==> src/rtl/core/assert_macros.svh <==
// Assertion macros shared by the cache tag RTL.
`ifndef ASSERT_MACROS_SVH
`define ASSERT_MACROS_SVH

// Same-cycle implication, disabled while reset is held.
`define ASSERT_IMPL(label, clk, rstn, ante, cons, msg) \
    label: assert property (@(posedge clk) disable iff (!(rstn)) (ante) |-> (cons)) \
        else $error(msg);

// Next-cycle implication, disabled while reset is held.
`define ASSERT_NEXT(label, clk, rstn, ante, cons, msg) \
    label: assert property (@(posedge clk) disable iff (!(rstn)) (ante) |=> (cons)) \
        else $error(msg);

`endif

==> src/rtl/core/sacf_pkg.sv <==
// Types and constants shared by the cache tag controller, datapath and top level.
package sacf_pkg;

    localparam int ADDR_W      = 32;  // input address width
    localparam int EVT_W       = 20;  // evicted tag field width
    localparam int CNT_W       = 32;  // hit / miss counter width
    localparam int OUT_TDATA_W = 88;  // 87 result bits padded to 11 bytes

    // controller -> datapath
    typedef struct packed {
        logic clear;    // write one zero metadata row of the clearing pass
        logic capture;  // latch address, read tag and metadata rows
        logic commit;   // resolve lookup, write back, load result register
    } ctl_cmd_t;

    // datapath -> controller
    typedef struct packed {
        logic clear_last;  // clearing pass at last row
        logic out_free;    // result register can take a new result
    } dp_stat_t;

endpackage

==> src/rtl/core/set_assoc_cache_tags_fifo.sv <==
// Top level of the set-associative cache tag model with FIFO replacement.
//
//  channel  dir  payload (tdata, lowest bit first)
//  -------  ---  ------------------------------------------------------------
//  s_       in   address[31:0]
//  m_       out  hit, way, evicted, evicted_tag[19:0], hit_count[31:0],
//                miss_count[31:0], one zero pad bit
//
// For each address, the capture cycle reads the set's tag row and metadata
// row from memory into registers; the lookup cycle then compares, writes
// back and loads the result register. The memory read is registered.
// After reset the metadata memory is swept clear row by row, and s_tready
// stays low meanwhile. A held result register stalls the lookup cycle until
// m_tready; the previous result can still be waiting while the next address
// is taken.

module set_assoc_cache_tags_fifo import sacf_pkg::*; #(
    parameter int BLOCK_BYTES = 64,   // power of two, 1..4096
    parameter int SET_COUNT   = 64,   // power of two, 1..4096
    parameter int WAYS        = 2,    // 1..16
    parameter int ADDR_BITS   = 32    // 16..64, address bits kept (at most 32)
) (
    input  logic                   aclk,
    input  logic                   aresetn,
    input  logic                   s_tvalid,
    output logic                   s_tready,
    input  logic [ADDR_W-1:0]      s_tdata,   // address[31:0]
    output logic                   m_tvalid,
    input  logic                   m_tready,
    output logic [OUT_TDATA_W-1:0] m_tdata    // hit, way, evicted, evicted_tag[19:0],
                                              // hit_count[31:0], miss_count[31:0], pad
);

    ctl_cmd_t cmd;
    dp_stat_t stat;

    // sequencing: clear pass, idle, lookup
    sacf_ctrl u_ctrl (
        .aclk     (aclk),
        .aresetn  (aresetn),
        .s_tvalid (s_tvalid),
        .s_tready (s_tready),
        .cmd      (cmd),
        .stat     (stat)
    );

    // tag / metadata memories, compare, victim pick, counters, result register
    sacf_dp #(
        .BLOCK_BYTES (BLOCK_BYTES),
        .SET_COUNT   (SET_COUNT),
        .WAYS        (WAYS),
        .ADDR_BITS   (ADDR_BITS)
    ) u_dp (
        .aclk     (aclk),
        .aresetn  (aresetn),
        .cmd      (cmd),
        .stat     (stat),
        .s_tdata  (s_tdata),
        .m_tvalid (m_tvalid),
        .m_tready (m_tready),
        .m_tdata  (m_tdata)
    );

endmodule

==> src/rtl/core/sacf_dp.sv <==
// Datapath: tag and metadata memories, way compare, FIFO victim select, counters.
`include "assert_macros.svh"

module sacf_dp import sacf_pkg::*; #(
    parameter int BLOCK_BYTES = 64,
    parameter int SET_COUNT   = 64,
    parameter int WAYS        = 2,
    parameter int ADDR_BITS   = 32
) (
    input  logic                   aclk,
    input  logic                   aresetn,
    input  ctl_cmd_t               cmd,
    output dp_stat_t               stat,
    input  logic [ADDR_W-1:0]      s_tdata,
    output logic                   m_tvalid,
    input  logic                   m_tready,
    output logic [OUT_TDATA_W-1:0] m_tdata
);

    localparam int OFF_W   = $clog2(BLOCK_BYTES);
    localparam int SET_W   = $clog2(SET_COUNT);
    localparam int SET_IW  = (SET_W > 0) ? SET_W : 1;
    localparam int WAY_W   = $clog2(WAYS);
    localparam int WAY_IW  = (WAY_W > 0) ? WAY_W : 1;
    localparam int AW      = (ADDR_BITS < ADDR_W) ? ADDR_BITS : ADDR_W;
    localparam int TAG_RAW = AW - OFF_W - SET_W;
    localparam int TAG_W   = (TAG_RAW > 0) ? TAG_RAW : 1;
    localparam int ROW_W   = WAYS * TAG_W;
    localparam int META_W  = WAYS + WAY_IW;
    localparam logic [63:0] AMASK = (AW >= ADDR_W) ? 64'hFFFF_FFFF
                                                   : ((64'd1 << AW) - 64'd1);

    // address split
    logic [ADDR_W-1:0] addr_m;
    logic [ADDR_W-1:0] blk;
    logic [SET_IW-1:0] set_in;
    logic [TAG_W-1:0]  tag_in;

    assign addr_m = s_tdata & AMASK[ADDR_W-1:0];
    assign blk    = addr_m >> OFF_W;
    assign set_in = SET_IW'(blk) & SET_IW'(SET_COUNT - 1);
    assign tag_in = TAG_W'(addr_m >> (OFF_W + SET_W));

    // memories: one row per set; metadata = {fifo pointer, valid bits}
    logic [ROW_W-1:0]  tag_mem  [SET_COUNT];
    logic [META_W-1:0] meta_mem [SET_COUNT];

    logic [ROW_W-1:0]  tag_rd_reg;
    logic [META_W-1:0] meta_rd_reg;
    logic [TAG_W-1:0]  tag_reg;
    logic [SET_IW-1:0] set_reg;
    logic [SET_IW-1:0] clr_addr_reg;

    always_ff @(posedge aclk) begin
        if (cmd.capture) begin
            tag_rd_reg  <= tag_mem[set_in];
            meta_rd_reg <= meta_mem[set_in];
            tag_reg     <= tag_in;
            set_reg     <= set_in;
        end
    end

    always_ff @(posedge aclk) begin
        if (!aresetn) begin
            clr_addr_reg <= '0;
        end else if (cmd.clear) begin
            clr_addr_reg <= stat.clear_last ? '0 : SET_IW'(clr_addr_reg + 1'b1);
        end
    end

    assign stat.clear_last = (clr_addr_reg == SET_IW'(SET_COUNT - 1));

    // lookup resolve
    logic [WAYS-1:0]   valid;
    logic [WAY_IW-1:0] ptr;
    logic              hit_any;
    logic              inv_any;
    logic              evict;
    logic [WAY_IW-1:0] hit_idx;
    logic [WAY_IW-1:0] inv_idx;
    logic [WAY_IW-1:0] way_sel;
    logic [WAY_IW-1:0] ptr_next;
    logic [TAG_W-1:0]  old_tag;
    logic [ROW_W-1:0]  tag_row_next;
    logic [WAYS-1:0]   valid_next;

    assign valid = meta_rd_reg[WAYS-1:0];
    assign ptr   = meta_rd_reg[META_W-1:WAYS];

    always_comb begin
        hit_any = 1'b0;
        inv_any = 1'b0;
        hit_idx = '0;
        inv_idx = '0;
        // descending scan: lowest way wins
        for (int i = WAYS - 1; i >= 0; i--) begin
            if (valid[i] && (tag_rd_reg[i*TAG_W +: TAG_W] == tag_reg)) begin
                hit_any = 1'b1;
                hit_idx = WAY_IW'(i);
            end
            if (!valid[i]) begin
                inv_any = 1'b1;
                inv_idx = WAY_IW'(i);
            end
        end
    end

    assign evict   = !hit_any && !inv_any;
    assign way_sel = hit_any ? hit_idx : (inv_any ? inv_idx : ptr);
    assign ptr_next = !evict ? ptr
                    : ((ptr == WAY_IW'(WAYS - 1)) ? '0 : WAY_IW'(ptr + 1'b1));

    always_comb begin
        old_tag      = '0;
        tag_row_next = tag_rd_reg;
        valid_next   = valid;
        for (int i = 0; i < WAYS; i++) begin
            if (evict && (WAY_IW'(i) == ptr)) begin
                old_tag = tag_rd_reg[i*TAG_W +: TAG_W];
            end
            if (WAY_IW'(i) == way_sel) begin
                tag_row_next[i*TAG_W +: TAG_W] = tag_reg;
                valid_next[i]                  = 1'b1;
            end
        end
    end

    always_ff @(posedge aclk) begin
        if (cmd.commit && !hit_any) begin
            tag_mem[set_reg] <= tag_row_next;
        end
    end

    always_ff @(posedge aclk) begin
        if (cmd.clear) begin
            meta_mem[clr_addr_reg] <= '0;
        end else if (cmd.commit && !hit_any) begin
            meta_mem[set_reg] <= {ptr_next, valid_next};
        end
    end

    // saturating counters
    logic [CNT_W-1:0] hit_cnt_reg,  hit_cnt_next;
    logic [CNT_W-1:0] miss_cnt_reg, miss_cnt_next;

    always_comb begin
        hit_cnt_next  = hit_cnt_reg;
        miss_cnt_next = miss_cnt_reg;
        if (hit_any) begin
            if (hit_cnt_reg != '1) hit_cnt_next = hit_cnt_reg + 1'b1;
        end else begin
            if (miss_cnt_reg != '1) miss_cnt_next = miss_cnt_reg + 1'b1;
        end
    end

    always_ff @(posedge aclk) begin
        if (!aresetn) begin
            hit_cnt_reg  <= '0;
            miss_cnt_reg <= '0;
        end else if (cmd.commit) begin
            hit_cnt_reg  <= hit_cnt_next;
            miss_cnt_reg <= miss_cnt_next;
        end
    end

    // result register
    logic [TAG_W+EVT_W-1:0] old_ext;
    logic                   m_valid_reg;
    logic                   o_hit_reg;
    logic                   o_way_reg;
    logic                   o_evict_reg;
    logic [EVT_W-1:0]       o_evtag_reg;

    assign old_ext = {{EVT_W{1'b0}}, old_tag};

    always_ff @(posedge aclk) begin
        if (!aresetn) begin
            m_valid_reg <= 1'b0;
        end else if (cmd.commit) begin
            m_valid_reg <= 1'b1;
        end else if (m_tready) begin
            m_valid_reg <= 1'b0;
        end
    end

    always_ff @(posedge aclk) begin
        if (cmd.commit) begin
            o_hit_reg   <= hit_any;
            o_way_reg   <= way_sel[0];
            o_evict_reg <= evict;
            o_evtag_reg <= old_ext[EVT_W-1:0];
        end
    end

    assign stat.out_free = !m_valid_reg || m_tready;
    assign m_tvalid      = m_valid_reg;
    assign m_tdata       = {1'b0, miss_cnt_reg, hit_cnt_reg, o_evtag_reg,
                            o_evict_reg, o_way_reg, o_hit_reg};

    `ASSERT_NEXT(a_commit_loads_out, aclk, aresetn, cmd.commit, m_valid_reg,
        "result register not loaded after commit")
    `ASSERT_IMPL(a_evict_full_set, aclk, aresetn, cmd.commit && evict, &valid,
        "eviction from a set with a free way")
    `ASSERT_NEXT(a_hit_counted, aclk, aresetn, cmd.commit && hit_any, hit_cnt_reg != '0,
        "hit counter zero after a hit")

endmodule

==> src/rtl/core/sacf_ctrl.sv <==
// Controller: clearing pass after reset, then capture / commit sequencing per address.
`include "assert_macros.svh"

module sacf_ctrl import sacf_pkg::*; (
    input  logic     aclk,
    input  logic     aresetn,
    input  logic     s_tvalid,
    output logic     s_tready,
    output ctl_cmd_t cmd,
    input  dp_stat_t stat
);

    localparam logic [1:0] ST_CLEAR = 2'd0;
    localparam logic [1:0] ST_IDLE  = 2'd1;
    localparam logic [1:0] ST_LOOK  = 2'd2;

    logic [1:0] state_reg, state_next;

    assign s_tready    = (state_reg == ST_IDLE);
    assign cmd.clear   = (state_reg == ST_CLEAR);
    assign cmd.capture = s_tready && s_tvalid;
    assign cmd.commit  = (state_reg == ST_LOOK) && stat.out_free;

    always_comb begin
        state_next = state_reg;
        case (state_reg)
            ST_CLEAR: begin
                if (stat.clear_last) state_next = ST_IDLE;
            end
            ST_IDLE: begin
                if (s_tvalid) state_next = ST_LOOK;
            end
            ST_LOOK: begin
                if (stat.out_free) state_next = ST_IDLE;
            end
            default: begin
                state_next = ST_CLEAR;
            end
        endcase
    end

    always_ff @(posedge aclk) begin
        if (!aresetn) begin
            state_reg <= ST_CLEAR;
        end else begin
            state_reg <= state_next;
        end
    end

    `ASSERT_NEXT(a_capture_to_look, aclk, aresetn, cmd.capture, state_reg == ST_LOOK,
        "no lookup after capture")
    `ASSERT_NEXT(a_commit_to_idle, aclk, aresetn, cmd.commit, state_reg == ST_IDLE,
        "not idle after commit")
    `ASSERT_NEXT(a_clear_done, aclk, aresetn, cmd.clear && stat.clear_last,
        state_reg == ST_IDLE, "clearing pass did not end")

endmodule
==> config.mk <==
export PLATFORM = sky130hd
export DESIGN_NAME = set_assoc_cache_tags_fifo
export DESIGN_NICKNAME = d
export VERILOG_FILES = /design/src/rtl/core/sacf_pkg.sv /design/src/rtl/core/set_assoc_cache_tags_fifo.sv /design/src/rtl/core/sacf_dp.sv /design/src/rtl/core/sacf_ctrl.sv
export VERILOG_INCLUDE_DIRS = /design/src /design/src/rtl/core
export SDC_FILE = /design/constraint.sdc
export NUM_CORES = 2
export LEC_CHECK = 0
export BUFFER_PORTS_ARGS = -buffer_cell sky130_fd_sc_hd__buf_4
export CAP_MARGIN = 40
export CORE_MARGIN = 3
export CORE_UTILIZATION = 56
export CTS_CLUSTER_SIZE = 40
export DETAILED_ROUTE_END_ITERATION = 16
export GPL_TIMING_DRIVEN = 0
export PLACE_DENSITY = 0.72
export SYNTH_ARGS = -nofsm -noshare
export SYNTH_HDL_FRONTEND = slang
export SYNTH_SLANG_ARGS = --single-unit
==> constraint.sdc <==
create_clock -name aclk -period 9 [get_ports aclk]
set_input_delay 1.35 -clock aclk [delete_from_list [all_inputs] [get_ports aclk]]
set_output_delay 1.35 -clock aclk [all_outputs]
set_load 0.05 [all_outputs]
# [Word-level counts from Yosys, hierarchy flattened]
# Memories as Yosys holds them, arrays and structs flattened. A register that Yosys moved wholly into a read port is not among the register bits.
# Cells that the tools add are included.
[word_totals] input_bits=36 reg_bits=122 n_memories=2 elab_cells=79 ram_bits=2752 out_inout_bits=90
[op_classes] bitwise_logic=2 n_eq_ne=10 addsub=4 n_reduce_logical=18 muxes=32
[memory_table] memory="u_dp.tag_mem" depth=64 width=40 rd=1 rd_ports_with_merged_regs=1 wr=1 line="sacf_dp.sv:45" text="logic [ROW_W-1:0] tag_mem [SET_COUNT];"
[memory_table] memory="u_dp.meta_mem" depth=64 width=3 rd=1 rd_ports_with_merged_regs=1 wr=1 line="sacf_dp.sv:46" text="logic [META_W-1:0] meta_mem [SET_COUNT];"
[ops] operator="2-to-1 mux 20 bit" n=4
[ops] operator="adder 32 x 1 -> 32 bit, second input constant" n=2
[ops] operator="!= test 32 bit, second input constant" n=2
[ops] operator="equality test 20 bit" n=2
[ops] operator="2-to-1 mux 1 bit" n=21
[ops] operator="2-to-1 mux 6 bit" n=2
[ops] operator="AND reduction 3 bit" n=3
[ops] operator="logical AND 1 bit" n=8
[ops] operator="adder 6 x 1 -> 6 bit, second input constant" n=1
[ops] operator="equality test 6 bit, second input constant" n=1
[ops] operator="2-to-1 mux 2 bit" n=3
[ops] operator="one-hot mux 2 bit (3 select lines)" n=1
[ops] operator="!= test 2 x 1 -> 1 bit, second input constant" n=2
[ops] operator="logical NOT 1 bit" n=3
[ops] operator="2-to-1 mux 3 bit" n=1
[ops] operator="OR reduction 3 bit" n=1
[ops] operator="equality test 2 x 1 -> 1 bit, second input constant" n=1
[ops] operator="equality test 2 bit, second input constant" n=1
[ops] operator="logical NOT 2 bit" n=1
[ops] operator="!= test 2 bit, second input constant" n=1
[ops] operator="NOT 1 bit" n=2
[ops] operator="nonzero test 2 bit" n=1
[ops] operator="adder 1 bit, second input constant" n=1
[ops] operator="logical OR 1 bit" n=1

# [Depth between registers and ports, before layout]
[logic_depth] word_depth=11 ltp_mapped=10 depth_no_buf=9

# [Cells and area by module]
# A second synthesis with hierarchy kept.
[unflattened] cells_unflattened=4890 hier_area_um2=112288.9
[by_module_without_submodules] module="sacf_dp" cells_per_inst=4878 seq_area_each_um2=86823.3 area_per_inst_um2=112173.8 instances=1
[by_module_without_submodules] module="sacf_ctrl" cells_per_inst=12 seq_area_each_um2=40.0 area_per_inst_um2=115.1 instances=1

# [Worst setup path after synthesis]
# OpenSTA, ideal clock, no wires.
[synth_timing] kind="input port to flip-flop" startpoint="input m_tready" endpoint="memory u_dp.tag_mem[30][0] (netlist bit), enable pin" setup_slack_ns=4.020 path_buffers=2 required_time_ns=8.562 stages=8 setup_ns=0.438 arrival_ns=4.543 cell_sequence="nand2b_1 -> nand2b_1 -> inv_2 -> nand3_1 -> buf_2 -> or3_1 -> clkbuf_1 -> nor2_1"
[synth_rtl] element="start: declaration" line="set_assoc_cache_tags_fifo.sv:29" text="input logic m_tready,"
[synth_rtl] element="end: declaration" line="sacf_dp.sv:45"

==> impl_metrics.toml <==
[floorplan]
start_util = 0.566
die_height_microns = 454
io_pins = 126
dieArea_sq_um = 206000
die_w_microns = 454
core_sq_um = 199000
fp-row-count = 163

[finish]
num-fill-cells = 12126
final_layout_size_suffix_gt1_frac = 0.307
finalNetCount = 5740
largest_reg_flops = 2560
stdcell_area_sq_um = 132000
synthToLayoutAreaGrowth_pct = 17.0

[sta]
setup_viol = 0
skew_ps = 59.4
tightest_slew_ps = 1160
timing.hold.ws_ps = 497
finalCritPeriodShare = 0.578
fin_crit_ps = 5200
rsz0062_at_grt = "false"
drv_slew = 0
finalSetupTns_ps = 0
max_freq_mhz = 192
max-slew-margin-rel = 0.225
hold_viol = 0

[place]
gp_congestion = 0.965
io_buffers = 118
placed_cell_area_sq_um = 123000
hpwl_microns = 218000

[pwr]
power.density_nw_per_um2 = 209
ir_worst_vdd_mv = 0.231
p_leak_nw = 40.7

[global_routing]
antenna_found_initial = 9
grt_pass1_wl_microns = 454000
grt_overflow_total = 0
track_usage = 0.319
first_global_vias = 59297
grt_max_degree = 64

[logic_synthesis]
ys.flop_type = "edfxtp_1"
synth_edf_count = 2844
ys_async_sr_fraction = 0
syn_nets = 5035
yosys_warnings = 0
synth_area_per_cell_sq_um = 22.5
synth-seq-cells = 2917
syn-cell-area_sq_um = 113000
ys_seq_area_frac = 0.772
netlist_instances = 4994
synth.distinct_cells = 53

[cts]
numCtsBuffers = 296
cts_sinks = 2917
cts_resized = 0
clk_latency_ps = 950
htreeDepth = 5
holdBufCountCts = 0
cts_setup_buffers = 0
clk_path_buf_depth = 4
cts.clk_slew.worst_paths_ps = 60
cts_root_buf = "clkbuf_16"
cts_tree = "done"

[worst_setup_path]
cpPeakStageDelay_ps = 890
cp-start-kind = "primary input"
cp.required_ps = 9630
crit_buf_inv = 5
cp_max_fo = 10
cp_slowest_cell = "a22oi_1"
worstSetupPathType = "in -> reg"
reg2reg_setup_slack_ps = 4600
end_kind = "register"
arrival_ps = 5830
path_delay_family = "buffers and inverters"
cp_cell_sequence = "buf_4 -> clkbuf_1 -> clkbuf_2 -> clkbuf_2 -> buf_1 -> mux4_2 -> mux4_2 -> a22oi_1 -> nand2_1"

[detailed_routing]
viasPerCell = 6.91
routed_wl_microns = 324000
drc = 0
ant_nets = 0
wire_per_inst_microns = 37.9
dr.pass1.iters = 6
vias = 59022
drtIter0Drc = 9586

[outcome]
status = "completed"

[min_path]
hold_class = "reg -> reg"

[flow_run]
maxCapViolCount = 0
[final timing paths]
check | startpoint | endpoint | depth (start not counted)
hold / removal | u_dp.miss_cnt_reg[22] | u_dp.miss_cnt_reg[22] | 2
hold reg to reg | u_dp.miss_cnt_reg[22] | u_dp.miss_cnt_reg[22] | 2
setup / recovery | s_tdata[7] | u_dp.tag_rd_reg[8] | 9
setup reg to reg | u_dp.tag_reg[10] | u_dp.meta_mem[30][1] | 9
[power breakdown]
group | internal (W) | switching (W) | total [W] | leakage (nW)
clock network | 0.00672 | 0.00497 | 0.0117 | 4.41
logic | 0.000478 | 0.000636 | 0.00111 | 10.4
registers | 0.0147 | 0.00000233 | 0.0147 | 25.9
[layout make-up]
| cell class | instances | area (sq um) | area share |
|---|---|---|---|
| flip-flops and latches | 2917 | 86900 | 0.660 |
| multi-input cells | 1786 | 25000 | 0.190 |
| clock buffers | 376 | 8000 | 0.0608 |
| repair buffers | 407 | 6320 | 0.0480 |
| well taps | 2640 | 3300 | 0.0251 |
| plain buffers | 270 | 1110 | 0.00843 |
| clock inverters | 127 | 1010 | 0.00768 |
| inverters | 21 | 78.8 | 0.000599 |
| diodes | 3 | 7.51 | 0.0000570 |
[routing by layer]
metal  GRT usage  vias to the layer above  wire [microns]
li1            -                    22644               -
met1       0.414                    30755          109000
met2       0.494                     4614          153000
met3      0.0879                     1005           39700
met4       0.175                        4           21700
met5     0.00583                        -             183
[synth_stat cells (39+ instances only)]
library cell	instances	area (sq um)
a21oi_1	83	415
mux4_2	831	18700
clkbuf_1	174	653
buf_1	40	150
buf_2	50	250
dfxtp_1	73	1460
nor2_1	161	604
a22oi_1	100	751
mux2_2	46	518
nand3_1	39	195
edfxtp_1	2844	85400
o21ai_0	56	280
nand2_1	133	499
[placed cells by master (no fill, tap or decap), drive strengths merged, types with 7 or more instances in the layout]
cell type,instances
mux4,831
buf,503
nor2,161
inv,26
bufinv,16
edfxtp,2844
a22oi,100
nand2,133
nand4,35
clkbuf,550
o31a,8
mux2,47
clkinv,101
or3,35
nor2b,24
nor4,12
or4,28
a211oi,19
xor2,10
mux2i,21
nand2b,13
dfxtp,73
nand3,39
and3,9
o21ai,56
o31ai,26
xnor2,35
nor3,7
a21oi,83
[tightest hold or removal path: cells and delay by family (launching register included)]
kind / cells / cell delay [ps]
flip-flops: 1 / 330
multiplexers: 1 / 50
AND/OR/NAND/NOR: 1 / 60
[cells by family after synthesis]
group	after synthesis	share of synthesized area
AO/OA/AOI/OAI	311	0.0178
adder cells (fa/ha/maj)	5	0.000556
other	1	0.0000333
AND/OR/NAND/NOR	525	0.0229
buffers and inverters	291	0.0105
multiplexers	899	0.173
XOR/XNOR	45	0.00350
flip-flops	2917	0.772
[stage by stage]
step	setup WS [ps]	total power (W)	utilization	cells
after floorplan	4020	0.0156	-	4994
after global routing	3870	0.0281	0.663	8544
final	3800	0.0275	0.663	8547
after global placement	265	0.0160	0.588	7752
after detailed placement	2920	0.0161	0.617	8032
after CTS	3850	0.0275	0.662	8535
No activity file was read; power rests on OpenSTA's default activity.
